File: config.mk
export PLATFORM = sky130hd
export DESIGN_NAME = utf8_stream_validator
export DESIGN_NICKNAME = d
export VERILOG_FILES = /design/src/rtl/u8v_pkg.sv /design/src/rtl/utf8_stream_validator.sv /design/src/rtl/u8v_front.sv /design/src/rtl/u8v_fifo.sv /design/src/rtl/u8v_back.sv
export SDC_FILE = /design/constraint.sdc
export NUM_CORES = 1
export LEC_CHECK = 0
export ABC_AREA = 1
export BUFFER_PORTS_ARGS = -buffer_cell sky130_fd_sc_hd__buf_2
export CAP_MARGIN = 20
export CORE_ASPECT_RATIO = 0.8
export CORE_MARGIN = 2
export CORE_UTILIZATION = 42
export CTS_CLUSTER_SIZE = 24
export DETAILED_ROUTE_END_ITERATION = 10
export PLACE_DENSITY = 0.57
export SYNTH_ARGS = -nofsm -noshare
export SYNTH_HDL_FRONTEND = slang
export SYNTH_HIERARCHICAL = 1
export SYNTH_SLANG_ARGS = --single-unit
File: constraint.sdc
create_clock -name clk_i -period 2.2 [get_ports clk_i]
set_clock_uncertainty 0.2 [all_clocks]
set_input_delay 0.44 -clock clk_i [delete_from_list [all_inputs] [get_ports clk_i]]
set_output_delay 0.44 -clock clk_i [all_outputs]
set_load 0.005 [all_outputs]
File: src/rtl/u8v_pkg.sv
`default_nettype none
package u8v_pkg;

  // default depth of the queue between classifier and checker
  localparam int unsigned QueueDepth = 2;

  localparam logic [7:0] AsciiMax  = 8'h7f;
  localparam logic [7:0] EdLead    = 8'hed;
  localparam logic [7:0] SurrMask  = 8'ha0;
  localparam logic [7:0] ContMask  = 8'hc0;
  localparam logic [7:0] ContCode  = 8'h80;
  localparam logic [7:0] Lead2Mask = 8'he0;
  localparam logic [7:0] Lead2Code = 8'hc0;
  localparam logic [7:0] Lead3Mask = 8'hf0;
  localparam logic [7:0] Lead3Code = 8'he0;
  localparam logic [7:0] Lead4Mask = 8'hf8;
  localparam logic [7:0] Lead4Code = 8'hf0;

  // classified byte, as it travels from front to back
  typedef struct packed {
    logic [1:0] lead_len;  // continuations a lead byte calls for
    logic       lead_bad;  // byte is no legal lead
    logic       cont_ok;   // byte matches 10xxxxxx
    logic       is_ed;     // byte is the 0xed lead
    logic       surr_bits; // (b & 0xa0) == 0xa0
    logic       last;      // closes the string
  } beat_t;

  // queue status seen by both sides
  typedef struct packed {
    logic full;
    logic empty;
  } q_stat_t;

  function automatic beat_t classify(input logic [7:0] b, input logic last);
    beat_t r;
    r.lead_len  = 2'd0;
    r.lead_bad  = 1'b0;
    if (b <= AsciiMax) begin
      r.lead_len = 2'd0;
    end else if ((b & Lead2Mask) == Lead2Code) begin
      r.lead_len = 2'd1;
    end else if ((b & Lead3Mask) == Lead3Code) begin
      r.lead_len = 2'd2;
    end else if ((b & Lead4Mask) == Lead4Code) begin
      r.lead_len = 2'd3;
    end else begin
      r.lead_bad = 1'b1;
    end
    r.cont_ok   = ((b & ContMask) == ContCode);
    r.is_ed     = (b == EdLead);
    r.surr_bits = ((b & SurrMask) == SurrMask);
    r.last      = last;
    return r;
  endfunction

endpackage
`default_nettype wire

File: src/rtl/utf8_stream_validator.sv
// a byte's result passes the front register, a queue entry and the back's output register before it is offered
// throughput: one byte per cycle, sustained while the result side keeps taking
// the one-cycle figure is set by the checker's decode step, a short 4-bit state loop
// reset: rst_ni low clears the decode state, the queue and all valid flags at once
// after reset the block takes a byte in the first cycle
`default_nettype none
module utf8_stream_validator #(
  parameter int unsigned QueueDepth = u8v_pkg::QueueDepth
) (
  input  wire        clk_i,
  input  wire        rst_ni,
  input  wire        in_valid_i,
  output logic       in_ready_o,
  input  wire [7:0]  data_byte_i,
  input  wire        last_byte_i,
  output logic       out_valid_o,
  input  wire        out_ready_i,
  output logic       error_so_far_o,
  output logic       string_done_o,
  output logic       string_valid_o
);

  // front to queue
  logic             push;
  u8v_pkg::beat_t   push_beat;
  // queue to back
  u8v_pkg::beat_t   pop_beat;
  u8v_pkg::q_stat_t q_stat;
  logic             back_ready;

  // front: registers each byte already classified (lead length, continuation
  // pattern, 0xed lead, surrogate bits), so the back never looks at raw bytes
  u8v_front u_front (
    .clk_i       (clk_i),
    .rst_ni      (rst_ni),
    .in_valid_i  (in_valid_i),
    .in_ready_o  (in_ready_o),
    .data_byte_i (data_byte_i),
    .last_byte_i (last_byte_i),
    .q_stat_i    (q_stat),
    .push_o      (push),
    .beat_o      (push_beat)
  );

  // short queue so a stalled result side does not stall the front at once
  u8v_fifo #(
    .Depth (QueueDepth)
  ) u_fifo (
    .clk_i       (clk_i),
    .rst_ni      (rst_ni),
    .push_i      (push),
    .push_beat_i (push_beat),
    .pop_i       (back_ready),
    .pop_beat_o  (pop_beat),
    .stat_o      (q_stat)
  );

  // back: decode state (pending continuations, 0xed flag, sticky error)
  // and the output register; state clears after the string's last beat
  u8v_back u_back (
    .clk_i          (clk_i),
    .rst_ni         (rst_ni),
    .beat_valid_i   (!q_stat.empty),
    .beat_ready_o   (back_ready),
    .beat_i         (pop_beat),
    .out_valid_o    (out_valid_o),
    .out_ready_i    (out_ready_i),
    .error_so_far_o (error_so_far_o),
    .string_done_o  (string_done_o),
    .string_valid_o (string_valid_o)
  );

`ifndef NO_ASSERTIONS
  // a valid string is always a closed string with no error
  a_valid_implies_done: assert property (@(posedge clk_i) disable iff (!rst_ni)
    out_valid_o && string_valid_o |-> string_done_o && !error_so_far_o)
    else $error("string_valid without done or with error");

  // queue cannot be full and empty at once
  a_queue_status: assert property (@(posedge clk_i) disable iff (!rst_ni)
    $onehot0({q_stat.full, q_stat.empty}))
    else $error("queue status inconsistent");

  // front only stalls input when the queue is full
  a_front_stall: assert property (@(posedge clk_i) disable iff (!rst_ni)
    !in_ready_o |-> q_stat.full)
    else $error("input stalled while queue has room");

  // a full queue drains one beat when the back takes one
  a_queue_drain: assert property (@(posedge clk_i) disable iff (!rst_ni)
    q_stat.full && back_ready && !push |=> !q_stat.full)
    else $error("queue failed to drain");
`endif

endmodule
`default_nettype wire

File: src/rtl/u8v_front.sv
`default_nettype none
module u8v_front (
  input  wire                 clk_i,
  input  wire                 rst_ni,
  input  wire                 in_valid_i,
  output logic                in_ready_o,
  input  wire [7:0]           data_byte_i,
  input  wire                 last_byte_i,
  input  u8v_pkg::q_stat_t    q_stat_i,
  output logic                push_o,
  output u8v_pkg::beat_t      beat_o
);

  logic           valid_q, valid_d;
  u8v_pkg::beat_t beat_q;

  assign push_o     = valid_q && !q_stat_i.full;
  assign in_ready_o = !valid_q || !q_stat_i.full;
  assign beat_o     = beat_q;

  always_comb begin
    valid_d = valid_q;
    if (in_valid_i && in_ready_o) begin
      valid_d = 1'b1;
    end else if (push_o) begin
      valid_d = 1'b0;
    end
  end

  always_ff @(posedge clk_i or negedge rst_ni) begin
    if (!rst_ni) begin
      valid_q <= 1'b0;
    end else begin
      valid_q <= valid_d;
    end
  end

  // payload register, no reset
  always_ff @(posedge clk_i) begin
    if (in_valid_i && in_ready_o) begin
      beat_q <= u8v_pkg::classify(data_byte_i, last_byte_i);
    end
  end

endmodule
`default_nettype wire

File: src/rtl/u8v_fifo.sv
`default_nettype none
module u8v_fifo #(
  parameter int unsigned Depth = u8v_pkg::QueueDepth
) (
  input  wire                 clk_i,
  input  wire                 rst_ni,
  input  wire                 push_i,
  input  u8v_pkg::beat_t      push_beat_i,
  input  wire                 pop_i,
  output u8v_pkg::beat_t      pop_beat_o,
  output u8v_pkg::q_stat_t    stat_o
);

  localparam int unsigned PtrW = (Depth > 1) ? $clog2(Depth) : 1;
  localparam int unsigned CntW = $clog2(Depth + 1);
  localparam logic [PtrW-1:0] LastPtr = PtrW'(Depth - 1);
  localparam logic [CntW-1:0] FullCnt = CntW'(Depth);

  u8v_pkg::beat_t mem_q [Depth];
  logic [PtrW-1:0] wr_ptr_q, rd_ptr_q;
  logic [CntW-1:0] cnt_q;
  logic            do_push, do_pop;

  assign stat_o.full  = (cnt_q == FullCnt);
  assign stat_o.empty = (cnt_q == '0);
  assign do_push      = push_i && !stat_o.full;
  assign do_pop       = pop_i && !stat_o.empty;
  assign pop_beat_o   = mem_q[rd_ptr_q];

  always_ff @(posedge clk_i or negedge rst_ni) begin
    if (!rst_ni) begin
      wr_ptr_q <= '0;
      rd_ptr_q <= '0;
      cnt_q    <= '0;
    end else begin
      if (do_push) begin
        wr_ptr_q <= (wr_ptr_q == LastPtr) ? '0 : wr_ptr_q + 1'b1;
      end
      if (do_pop) begin
        rd_ptr_q <= (rd_ptr_q == LastPtr) ? '0 : rd_ptr_q + 1'b1;
      end
      if (do_push && !do_pop) begin
        cnt_q <= cnt_q + 1'b1;
      end else if (do_pop && !do_push) begin
        cnt_q <= cnt_q - 1'b1;
      end
    end
  end

  always_ff @(posedge clk_i) begin
    if (do_push) begin
      mem_q[wr_ptr_q] <= push_beat_i;
    end
  end

endmodule
`default_nettype wire

File: src/rtl/u8v_back.sv
`default_nettype none
module u8v_back (
  input  wire                 clk_i,
  input  wire                 rst_ni,
  input  wire                 beat_valid_i,
  output logic                beat_ready_o,
  input  u8v_pkg::beat_t      beat_i,
  output logic                out_valid_o,
  input  wire                 out_ready_i,
  output logic                error_so_far_o,
  output logic                string_done_o,
  output logic                string_valid_o
);

  logic [1:0] cont_q, cont_d;
  logic       ed_q, ed_d;
  logic       err_q, err_d;
  logic       out_valid_q;
  logic       err_out_q, done_q, str_valid_q;
  logic       take;
  logic       surrogate;

  assign beat_ready_o   = !out_valid_q || out_ready_i;
  assign take           = beat_valid_i && beat_ready_o;
  assign out_valid_o    = out_valid_q;
  assign error_so_far_o = err_out_q;
  assign string_done_o  = done_q;
  assign string_valid_o = str_valid_q;
  assign surrogate      = ed_q && beat_i.surr_bits;

  // decode step for one byte
  always_comb begin
    cont_d = cont_q;
    ed_d   = ed_q;
    err_d  = err_q;
    if (err_q) begin
      cont_d = 2'd0;
      ed_d   = 1'b0;
    end else if (cont_q != 2'd0) begin
      ed_d = 1'b0;
      if (surrogate || !beat_i.cont_ok) begin
        err_d  = 1'b1;
        cont_d = 2'd0;
      end else begin
        cont_d = cont_q - 2'd1;
      end
    end else if (beat_i.lead_bad) begin
      err_d = 1'b1;
      ed_d  = 1'b0;
    end else begin
      cont_d = beat_i.lead_len;
      ed_d   = beat_i.is_ed;
    end
  end

  always_ff @(posedge clk_i or negedge rst_ni) begin
    if (!rst_ni) begin
      cont_q      <= 2'd0;
      ed_q        <= 1'b0;
      err_q       <= 1'b0;
      out_valid_q <= 1'b0;
      err_out_q   <= 1'b0;
      done_q      <= 1'b0;
      str_valid_q <= 1'b0;
    end else begin
      if (take) begin
        out_valid_q <= 1'b1;
        err_out_q   <= err_d;
        done_q      <= beat_i.last;
        str_valid_q <= beat_i.last && !err_d && (cont_d == 2'd0);
        if (beat_i.last) begin
          cont_q <= 2'd0;
          ed_q   <= 1'b0;
          err_q  <= 1'b0;
        end else begin
          cont_q <= cont_d;
          ed_q   <= ed_d;
          err_q  <= err_d;
        end
      end else if (out_ready_i) begin
        out_valid_q <= 1'b0;
      end
    end
  end

endmodule
`default_nettype wire

==> results of run 1 <==
logic make-up after synthesis:
logic type,count (synthesis),synth area share (%)
AO/OA/AOI/OAI,11,4.35
XOR/XNOR,1,0.564
adder cells (fa/ha/maj),2,1.61
buffers and inverters,27,6.61
flip-flops,34,61.6
AND/OR/NAND/NOR,89,25.3
worst max-delay path by stage:
stage                                from                 end  slack [ns]  cells after the start
final                     u_fifo/cnt_q[1]  u_fifo/mem_q[1][1]        0.33                      5
after global routing      u_fifo/cnt_q[0]  u_fifo/mem_q[1][1]        0.14                      4
after CTS                 u_fifo/cnt_q[1]  u_fifo/mem_q[1][1]        0.32                      5
after detailed placement  u_fifo/cnt_q[1]  u_fifo/mem_q[1][6]        0.33                      5
after global placement    u_fifo/cnt_q[1]  u_fifo/mem_q[1][5]        0.43                      5
after floorplan           u_fifo/cnt_q[1]  u_fifo/mem_q[1][0]        0.54                      5
metal layers:
metal / wire length (um) / up-vias / global-route usage, %
li1: - / 564 / -
met1: 1180 / 476 / 17.6
met2: 1150 / 26 / 23.4
met3: 125 / 6 / 4.62
met4: 46 / 0 / 5.66
met5: 0 / - / 0
state kept, by name, summed over array words and instances (netlist names):
register               flops
u_back/string_valid_o      1
u_back/error_so_far_o      1
u_fifo/cnt_q               2
u_back/cont_q              2
u_fifo/wr_ptr_q            1
u_back/out_valid_o         1
u_back/err_q               1
u_back/string_done_o       1
u_front/valid_q            1
u_fifo/mem_q              14
u_back/ed_q                1
u_front/beat_o             7
u_fifo/rd_ptr_q            1
Yosys cell counts, types with 3 or more instances:
cell | number | area share (%)
dfrtp_1 | 13 | 21
nor2_1 | 8 | 1.9
inv_1 | 21 | 5.1
a21oi_1 | 3 | 0.97
inv_2 | 5 | 1.2
nand2_1 | 62 | 15
o21ai_0 | 3 | 0.97
edfxtp_1 | 21 | 41
nor2_2 | 4 | 1.6
nand3_1 | 7 | 2.3
through the flow:
stage	power [mW]	util, %
2_1_floorplan	1.64	-
3_3_place_gp	1.82	48.4
3_5_place_dp	1.85	48.4
4_1_cts	2.29	51.1
5_1_grt	2.48	51.1
6_report	2.27	51.1
repair_timing:
item | 4_1_cts | 5_1_grt
hold endpoints to repair | 13 | 0
hold buffers | 1 | 0
setup endpoints to repair | 0 | 0
cell type report:
| type | count | area share (%) |
|---|---|---|
| Multi-Input combinational cell | 103 | 27.7 |
| Timing Repair Buffer | 19 | 5.75 |
| Clock buffer | 6 | 4.06 |
| Sequential cell | 34 | 53.5 |
| Clock inverter | 2 | 0.561 |
| Inverter | 26 | 5.47 |
| Tap cell | 42 | 2.94 |
power breakdown:
| part | total (mW) | switching (mW) | leakage, nW | internal [mW] |
|---|---|---|---|---|
| sequential | 1.03 | 0.121 | 0.362 | 0.906 |
| clock | 0.433 | 0.214 | 0.0450 | 0.219 |
| combinational | 0.806 | 0.509 | 0.465 | 0.297 |
critical path, delay by kind of cell (launching register included):
family | cells | cell delay (ns)
compound gates | 1 | 0.11
buf+inv | 1 | 0.12
flops | 1 | 0.41
simple gates | 3 | 0.67
==> metrics, run 1 <==
status finished, final reports clean; Buffers on Ports 17; Worst-path clk slew 0.07 ns; DRT iter0 DRCs 56; Syn Nets 179; worst r2r src u_fifo/cnt_q[1]; Total Routed Length 2500 um; TritonCTS Buffers 5; Tmin final 1.87 ns; Hold Path Depth 1; slowest cell on the critical path nor2_1; end of the worst hold path u_front/beat_o[0]; Synth Flop Type edfxtp_1; Final HPWL DP 1870 um; postcts setup bufs 0; synth unique cells 23; setup violators final 0; commonest non-fill, non-tap cells in the layout nand2_1 (62), inv_1 (21), edfxtp_1 (21); Hold Path Class in -> reg; Rows 19; via count 1072; Mapped Area 1550 um2; latest clock arrival within the worst-skew pair 0.28 ns; Reg area 956 um2; drt pass-1 iters 4; Leakage Power 0.872 nW; delay of the slowest critical-path stage 0.46 ns; pwr/cell area 1270 nW/um2; setup TNS 0 ns; vias in the first global route 1050; Area after DPL 1690 um2; worst path cell trace inv_1 -> nor2_2 -> nor2_1 -> o21ai_0 -> nor2_1; root buffer cell clkbuf_8; fin. max-slew vios 0; worst r2r dst u_fifo/mem_q[1][1]; hold_ws 0.133 ns; final hold violation count 0; Register-to-Register Setup Slack 0.33 ns; synth warn 6; first-pass GRT wire length 4530 um; Critical Path AT 1.58 ns; largest net degree at the start of global routing 14; gr usage total 14.2%; TritonCTS clock tree built; Post-synth ARST share 38.2%; drt wl/cell 10.8 um; CP endpoint kind flip-flop; width of the die 72.0 um; Final WS setup 0.333 ns; commonest non-fill, non-tap cell in the layout nand2_1; Max clock buf depth 2; Mapped Cells 164; flops & latches, synth 34; Nets 204; maximum vdd drop 0.000500 V; Crit path top cell by count nor2_1; fin crit share 84.9%; crit path max fanout 7; die area 4200 um2; worst r2r path cells 5; Final ANT Viol Nets 0; Top Ports 18; Residual DRC 0; Fillers 319; post-synthesis sequential area ratio 61.6%; Initial Util 44.4%; maxcap violations 0; Core ar. 3490 um2; Resized Gates After CTS 0; P&R area growth vs syn 15.0%; hold path startpoint last_byte_i; routability congestion estimate 0.775; die height 58.4 um; Crit path required time 1.92 ns; DP Worst Slack 0.333 ns; Critical Path Start Type flip-flop; layout cells sized above 1 22.6%; footprint of the multi-input gates 494 um2; Final Non-Filler Cells 232; antenna diode count 0; grt total ovfl 0; Worst Max-Slew Pin Slew 0.567 ns; placed cell count 223; Vias per Instance 4.62; syn_area_per_cell 9.47 um2; H-tree Lvls 2; CTS Sinks 34; RSZ-0062 raised after global routing false; Post-synth EDFFs 21; initial antenna violation count 0; worst rel slew slack 62.1%; Max Fclk 536 MHz; Crit Path Class reg -> reg; Design Area, Final 1790 um2
Power figures use the tool's default switching activity.
==> run 2, diff against run 1 <==
--- a/config.mk
+++ b/config.mk
@@ -5,7 +5,7 @@
 export SDC_FILE = /design/constraint.sdc
 export NUM_CORES = 1
 export LEC_CHECK = 0
-export ABC_AREA = 1
+export ABC_AREA = 0
 export BUFFER_PORTS_ARGS = -buffer_cell sky130_fd_sc_hd__buf_2
 export CAP_MARGIN = 20
 export CORE_ASPECT_RATIO = 0.8
@@ -13,7 +13,7 @@
 export CORE_UTILIZATION = 42
 export CTS_CLUSTER_SIZE = 24
 export DETAILED_ROUTE_END_ITERATION = 10
-export PLACE_DENSITY = 0.57
+export PLACE_DENSITY = 0.59
 export SYNTH_ARGS = -nofsm -noshare
 export SYNTH_HDL_FRONTEND = slang
 export SYNTH_HIERARCHICAL = 1
==> constraint.sdc (replaced) <==
create_clock -name clk_i -period 1.5 [get_ports clk_i]
set_clock_uncertainty 0.2 [all_clocks]
set_input_delay 0.3 -clock clk_i [delete_from_list [all_inputs] [get_ports clk_i]]
set_output_delay 0.3 -clock clk_i [all_outputs]
set_load 0.005 [all_outputs]
==> run 2 against run 1 <==
The flow now finishes with violations (setup timing). Fmax rose by 5.9%. Register-to-register slack got worse by 0.60 ns. Clock power rose by 44%. Critical path depth fell by 1. Synthesized cell count fell by 38%. Setup slack got worse by 0.60 ns. Via count fell by 17%. Sequential power rose by 50%. Sequential cell count did not move. Routed wire length fell by 3.5%. Hold slack got worse by 0.11 ns. Critical endpoint is now u_back/string_valid_o. Largest power group is now combinational logic.
==> metrics, run 2 <==
Post-synth ARST share 38.2% (unchanged); Crit path required time 1.48 ns (-0.44 ns); Vias per Instance 4.82 (+4.3%); top cells by count, synth edfxtp_1 (21), dfrtp_1 (13), inv_1 (7), mux2_1 (7), nand2_1 (7); post-synthesis mux area share 7.49% (+7.5 points); Synth Flop Type edfxtp_1; largest register by flop count u_fifo/mem_q; Rows 19 (unchanged); commonest non-fill, non-tap cell in the layout edfxtp_1; Post-synth EDFFs 21 (unchanged); Hold Path Class in -> reg; largest net degree at the start of global routing 14 (unchanged); fin crit share 118% (+33 points); Residual DRC 0 (unchanged); drt wl/cell 13.1 um (+21%); initial antenna violation count 0 (unchanged); utilization after layout 57.2% (+6.1 points); CTS Sinks 34 (unchanged); CP endpoint kind flip-flop; pwr/cell area 2040 nW/um2 (+61%); fin. max-slew vios 0 (unchanged); Critical Path Start Type flip-flop; synth warn 6 (unchanged); synth unique cells 35 (+52%); Synth top area share 42.9% (+2.3 points); hold_ws 0.0235 ns (-0.109 ns); XOR/XNOR Fraction of Synth Area 3.49% (+2.9 points); width of the die 70.1 um (-2.5%); Mapped Area 1470 um2 (-5.3%); latest clock arrival within the worst-skew pair 0.28 ns (about the same); post-synthesis sequential area ratio 65.0% (+3.5 points); Final Non-Filler Cells 185 (-20%); status finished with violations; simple-gate area share of the yosys netlist 13.2% (-12 points); Leakage Power 0.843 nW (-3.3%); Register-to-Register Setup Slack -0.26 ns (-0.60 ns); drt pass-1 iters 4 (unchanged); antenna diode count 0 (unchanged); Synth Area in Adders 1.70% (+0.091 points); Critical Path AT 1.75 ns (+0.17 ns); via count 892 (-17%); Worst-path clk slew 0.07 ns (about the same); Area after DPL 1730 um2 (+2.4%); largest family of logic cells by synthesized area simple AND/OR/NAND/NOR gates; Worst Max-Slew Pin Slew 0.392 ns (-0.175 ns); cell type with the highest aggregate area in the netlist edfxtp_1; Tmin final 1.76 ns (-0.104 ns); top-count cell post-synth edfxtp_1; Final ANT Viol Nets 0 (unchanged); Design Area, Final 1940 um2 (+8.8%); vias in the first global route 901 (-14%); syn_area_per_cell 14.6 um2 (+54%); Core ar. 3400 um2 (-2.7%); DRT iter0 DRCs 24 (-57%); gr usage total 13.8% (-0.43 points); Final WS setup -0.263 ns (-0.596 ns); maximum vdd drop 0.00104 V (+110%); flops & latches, synth 34 (unchanged); Power, Total 3.97 mW (+75%); Crit Path Class reg -> reg; Synth area leaders edfxtp_1 (43%), dfrtp_1 (22%), mux2_1 (5.4%); die height 56.9 um (-2.5%); number of flip-flops under the largest register name 14 (unchanged); TritonCTS clock tree built; die area 3990 um2 (-5.0%); Max clock buf depth 2 (unchanged); TritonCTS Buffers 5 (unchanged); Total Routed Length 2420 um (-3.5%); RSZ-0062 raised after global routing true; Max Fclk 567 MHz (+5.9%); Mapped Cells 101 (-38%); grt total ovfl 0 (unchanged); Syn Nets 116 (-35%); Final HPWL DP 1720 um (-7.7%); crit path max fanout 5 (-2); Synth Area in Compound Gates 6.98% (+2.6 points); failing checks setup timing; setup violators final 23 (+23); Nets 157 (-23%); H-tree Lvls 2 (unchanged); P&R area growth vs syn 32.2%; layout cells sized above 1 49.7% (+27 points); placed cell count 170 (-24%); root buffer cell clkbuf_8; first-pass GRT wire length 4090 um (-9.6%); commonest non-fill, non-tap cells in the layout edfxtp_1 (21), buf_2 (16), buf_4 (13); maxcap violations 0 (unchanged); final hold violation count 0 (unchanged); worst rel slew slack 73.8% (+12 points); Buffers on Ports 17 (unchanged); routability congestion estimate 0.727 (-6.2%); Top Ports 18 (unchanged); Initial Util 43.2% (-1.2 points)
==> run 2: cell types whose count changed in the layout (fill, tap and decap cells not counted), moves of 3 or more <==
cell | previous run | this run
inv_1 | 21 | 5
nand3_1 | 7 | 1
a22o_1 | 0 | 3
nand2b_1 | 0 | 3
nor2_1 | 8 | 3
inv_2 | 5 | 1
nor2_2 | 4 | 0
buf_4 | 1 | 13
mux2_1 | 0 | 3
o21ai_0 | 3 | 0
mux2_2 | 0 | 3
buf_6 | 0 | 4
nand2_1 | 62 | 5
==> run 2: path summary, 6_finish.rpt <==
kind,start,to,depth (start not counted)
max in group asynchronous,rst_ni,u_fifo/cnt_q[1],2
worst min register to register,u_front/beat_o[0],u_fifo/mem_q[1][0],0
worst min-delay path,in_valid_i,u_front/valid_q,2
min in group asynchronous,rst_ni,u_back/string_valid_o,2
worst max-delay path,u_fifo/rd_ptr_q,u_back/string_valid_o,4
worst max register to register,u_fifo/rd_ptr_q,u_back/string_valid_o,4
==> run 2: repair_timing <==
action	CTS	global route
resized for setup	9	12
gates cloned	0	0
pin swaps	8	6
setup endpoints to repair	31	32
hold endpoints to repair	14	0
buffers inserted	2	6
hold buffers	2	0
==> run 2: kinds of logic (layout without fill, tap and decap cells) <==
kind of cell / Yosys count / after routing
fa+ha+maj: 2 / 2
buf+inv: 8 / 50
compound gates: 12 / 12
xor+xnor: 5 / 5
mux: 10 / 10
flops: 34 / 34
simple gates: 30 / 30
==> run 2: area by class of cell <==
cell class,count,area [um2]
clock buffers,6,72.6
repair buffers,35,243
fillers,274,1460
well taps,42,52.6
clock inverters,2,8.76
multi-input cells,59,579
flip-flops and latches,34,958
inverters,7,28.8
==> run 2: stage by stage <==
step                setup TNS (ns)  setup WS, ns
detailed placement           -2.86        -0.300
floorplan                    -1.15        -0.211
finish                       -2.20        -0.263
global route                 -3.48        -0.332
CTS                          -2.43        -0.257
global placement             -2.18        -0.245
==> run 2: power by group <==
group / internal, mW / total, mW / switching [mW]
combinational: 0.996 / 1.80 / 0.808
clock: 0.318 / 0.623 / 0.305
sequential: 1.35 / 1.54 / 0.184
==> run 2: worst max-delay path, cell delays in order, from the launching register on <==
cell and delay (ns):
dfrtp_2 0.45, mux2_4 0.33, nand2b_4 0.15, a21o_1 0.21, o41ai_2 0.32
==> run 2: routing by layer <==
| metal | part of all wire (%) | vias up | global-route usage [%] |
|---|---|---|---|
| li1 | - | 447 | - |
| met1 | 44 | 419 | 17.1 |
| met2 | 49 | 20 | 21.4 |
| met3 | 5.4 | 6 | 6.64 |
| met4 | 1.6 | 0 | 4.95 |
| met5 | 0 | - | 0 |
==> run 3, diff against run 2 <==
--- a/config.mk
+++ b/config.mk
@@ -10,11 +10,12 @@
 export CAP_MARGIN = 20
 export CORE_ASPECT_RATIO = 0.8
 export CORE_MARGIN = 2
-export CORE_UTILIZATION = 42
+export CORE_UTILIZATION = 35
 export CTS_CLUSTER_SIZE = 24
 export DETAILED_ROUTE_END_ITERATION = 10
-export PLACE_DENSITY = 0.59
+export PLACE_DENSITY = 0.51
 export SYNTH_ARGS = -nofsm -noshare
 export SYNTH_HDL_FRONTEND = slang
 export SYNTH_HIERARCHICAL = 1
 export SYNTH_SLANG_ARGS = --single-unit
+export TNS_END_PERCENT = 20
==> constraint.sdc (replaced) <==
create_clock -name clk_i -period 1.55 [get_ports clk_i]
set_clock_uncertainty 0.2 [all_clocks]
set_input_delay 0.31 -clock clk_i [delete_from_list [all_inputs] [get_ports clk_i]]
set_output_delay 0.31 -clock clk_i [all_outputs]
set_load 0.005 [all_outputs]
==> run 3 against run 2 <==
Global-route usage shrank 2.9 points. Largest cell class unchanged. Cell area grew 1.3%. Critical endpoint is now u_back/error_so_far_o. The run still ends with setup timing left. Register-to-register slack improved by 0.08 ns.
==> metrics, run 3 (synthesis gave the netlist of run 2 again) <==
first-pass GRT wire length 3870 um (-5.4%); worst r2r src u_fifo/rd_ptr_q; drt wl/cell 11.6 um (-11%); Leakage Power 0.850 nW (+0.86%); worst rel slew slack 76.2% (+2.4 points); Final HPWL DP 1740 um (+0.82%); setup violators final 15 (-35%); DRT iter0 DRCs 15 (-38%); pwr/cell area 1960 nW/um2 (-3.9%); die height 62.0 um (+8.9%); CP Launch Point u_fifo/rd_ptr_q; Nets 158 (+0.64%); antenna diode count 0 (unchanged); routability congestion estimate 0.794 (+9.2%); root buffer cell clkbuf_8; Crit path required time 1.52 ns (+0.04 ns); gr usage total 10.9% (-2.9 points); latest clock arrival within the worst-skew pair 0.28 ns (about the same); delay of the slowest critical-path stage 0.46 ns (about the same); initial antenna violation count 0 (unchanged); Top Ports 18 (unchanged); Final ANT Viol Nets 0 (unchanged); drt pass-1 iters 2 (-2); utilization after layout 48.0% (-9.1 points); Max clock buf depth 2 (unchanged); Buffers on Ports 17 (unchanged); maximum vdd drop 0.000873 V (-16%); Residual DRC 0 (unchanged); Hold Path Class in -> reg; commonest non-fill, non-tap cell in the layout edfxtp_1; die area 4740 um2 (+19%); CTS Sinks 34 (unchanged); Final WS setup -0.182 ns (+0.0804 ns); Rows 21 (+2); final hold violation count 0 (unchanged); Total Routed Length 2340 um (-3.1%); largest net degree at the start of global routing 14 (unchanged); Vias per Instance 4.43 (-8.2%); hold path startpoint in_valid_i; TritonCTS Buffers 5 (unchanged); Worst Max-Slew Pin Slew 0.355 ns (-0.0361 ns); setup TNS -1.05 ns (+1.15 ns); Crit Path Class reg -> reg; H-tree Lvls 2 (unchanged); Crit path top cell by count mux2_4; width of the die 76.5 um (+9.0%); RSZ-0062 raised after global routing true; fin crit share 112% (-5.8 points); status finished with violations; P&R area growth vs syn 33.9%; Buf/Inv on CP 0 (unchanged); Initial Util 35.9% (-7.4 points); vias in the first global route 850 (-5.7%); layout cells sized above 1 47.9% (-1.7 points); fin. max-slew vios 0 (unchanged); failing checks setup timing; via count 890 (-0.22%); Tmin final 1.73 ns (-0.0304 ns); Critical Path AT 1.70 ns (-0.05 ns); largest register by flop count u_fifo/mem_q; grt total ovfl 0 (unchanged); crit path max fanout 6 (+1); CP endpoint kind flip-flop; Max Fclk 577 MHz (+1.8%); Core ar. 4100 um2 (+21%); commonest non-fill, non-tap cells in the layout edfxtp_1 (21), buf_2 (16), dfrtp_1 (12), buf_4 (12), buf_6 (6); worst path cell trace mux2_4 -> nand2_2 -> nand3b_4 -> a21o_1 -> mux2_4; Critical Path Start Type flip-flop; Worst-path clk slew 0.07 ns (about the same); CP delay by family, top multiplexers; number of flip-flops under the largest register name 14 (unchanged); slowest cell on the critical path dfrtp_2; TritonCTS clock tree built; maxcap violations 0 (unchanged)
[run 3: final cells by class]
class | instances | area (um2)
Clock buffer | 5 | 68.8
Multi-Input combinational cell | 59 | 568
Fill cell | 386 | 2130
Timing Repair Buffer | 36 | 258
Clock inverter | 3 | 16.3
Tap cell | 57 | 71.3
Inverter | 7 | 28.8
Sequential cell | 34 | 957
[run 3: repair_timing]
item	in CTS	in global routing
pin swaps	7	1
gates resized for setup	20	5
setup buffers	2	0
hold endpoints to repair	14	0
setup endpoints to repair	31	23
hold buffers	2	0
[run 3: stage by stage]
step	power, mW	area, um2	worst slack, ns	instances	hold slack [ns]
2_1_floorplan	2.44	1500	-0.161	101	-0.186
3_3_place_gp	2.93	1750	-0.208	189	0.0222
3_5_place_dp	2.94	1750	-0.221	189	0.0245
4_1_cts	3.82	1950	-0.181	201	0.0171
5_1_grt	4.15	1970	-0.267	201	0.0352
6_report	3.86	1970	-0.182	201	0.0276
[run 3: routing by layer]
metal / GRT usage (%) / share of wire, % / vias up
li1: - / - / 447
met5: 0 / 0 / -
met2: 17.6 / 51 / 18
met1: 13.7 / 44 / 425
met4: 3.90 / 0 / 0
met3: 4.34 / 4.6 / 0
[run 3: worst register-to-register path, delay by kind of cell, from the launching register on]
| kind | cells | cell delay [ns] |
|---|---|---|
| AOI/OAI and AO/OA | 1 | 0.22 |
| DFF | 1 | 0.46 |
| muxes | 2 | 0.58 |
| and+or+nand+nor | 2 | 0.17 |
[run 3: worst paths after layout]
check                      cells after the start                     to  slack (ns)
max in group asynchronous                      2        u_fifo/rd_ptr_q        0.63
max                                            5  u_back/error_so_far_o       -0.18
min                                            2        u_front/valid_q        0.03
min reg2reg                                    0     u_fifo/mem_q[1][0]        0.25
max reg2reg                                    5  u_back/error_so_far_o       -0.18
min in group asynchronous                      2   u_back/string_done_o        0.25
[run 3: report_power, final]
part | total, mW | internal [mW] | switching (mW)
combinational | 1.77 | 1.00 | 0.764
sequential | 1.48 | 1.31 | 0.177
clock | 0.606 | 0.307 | 0.300
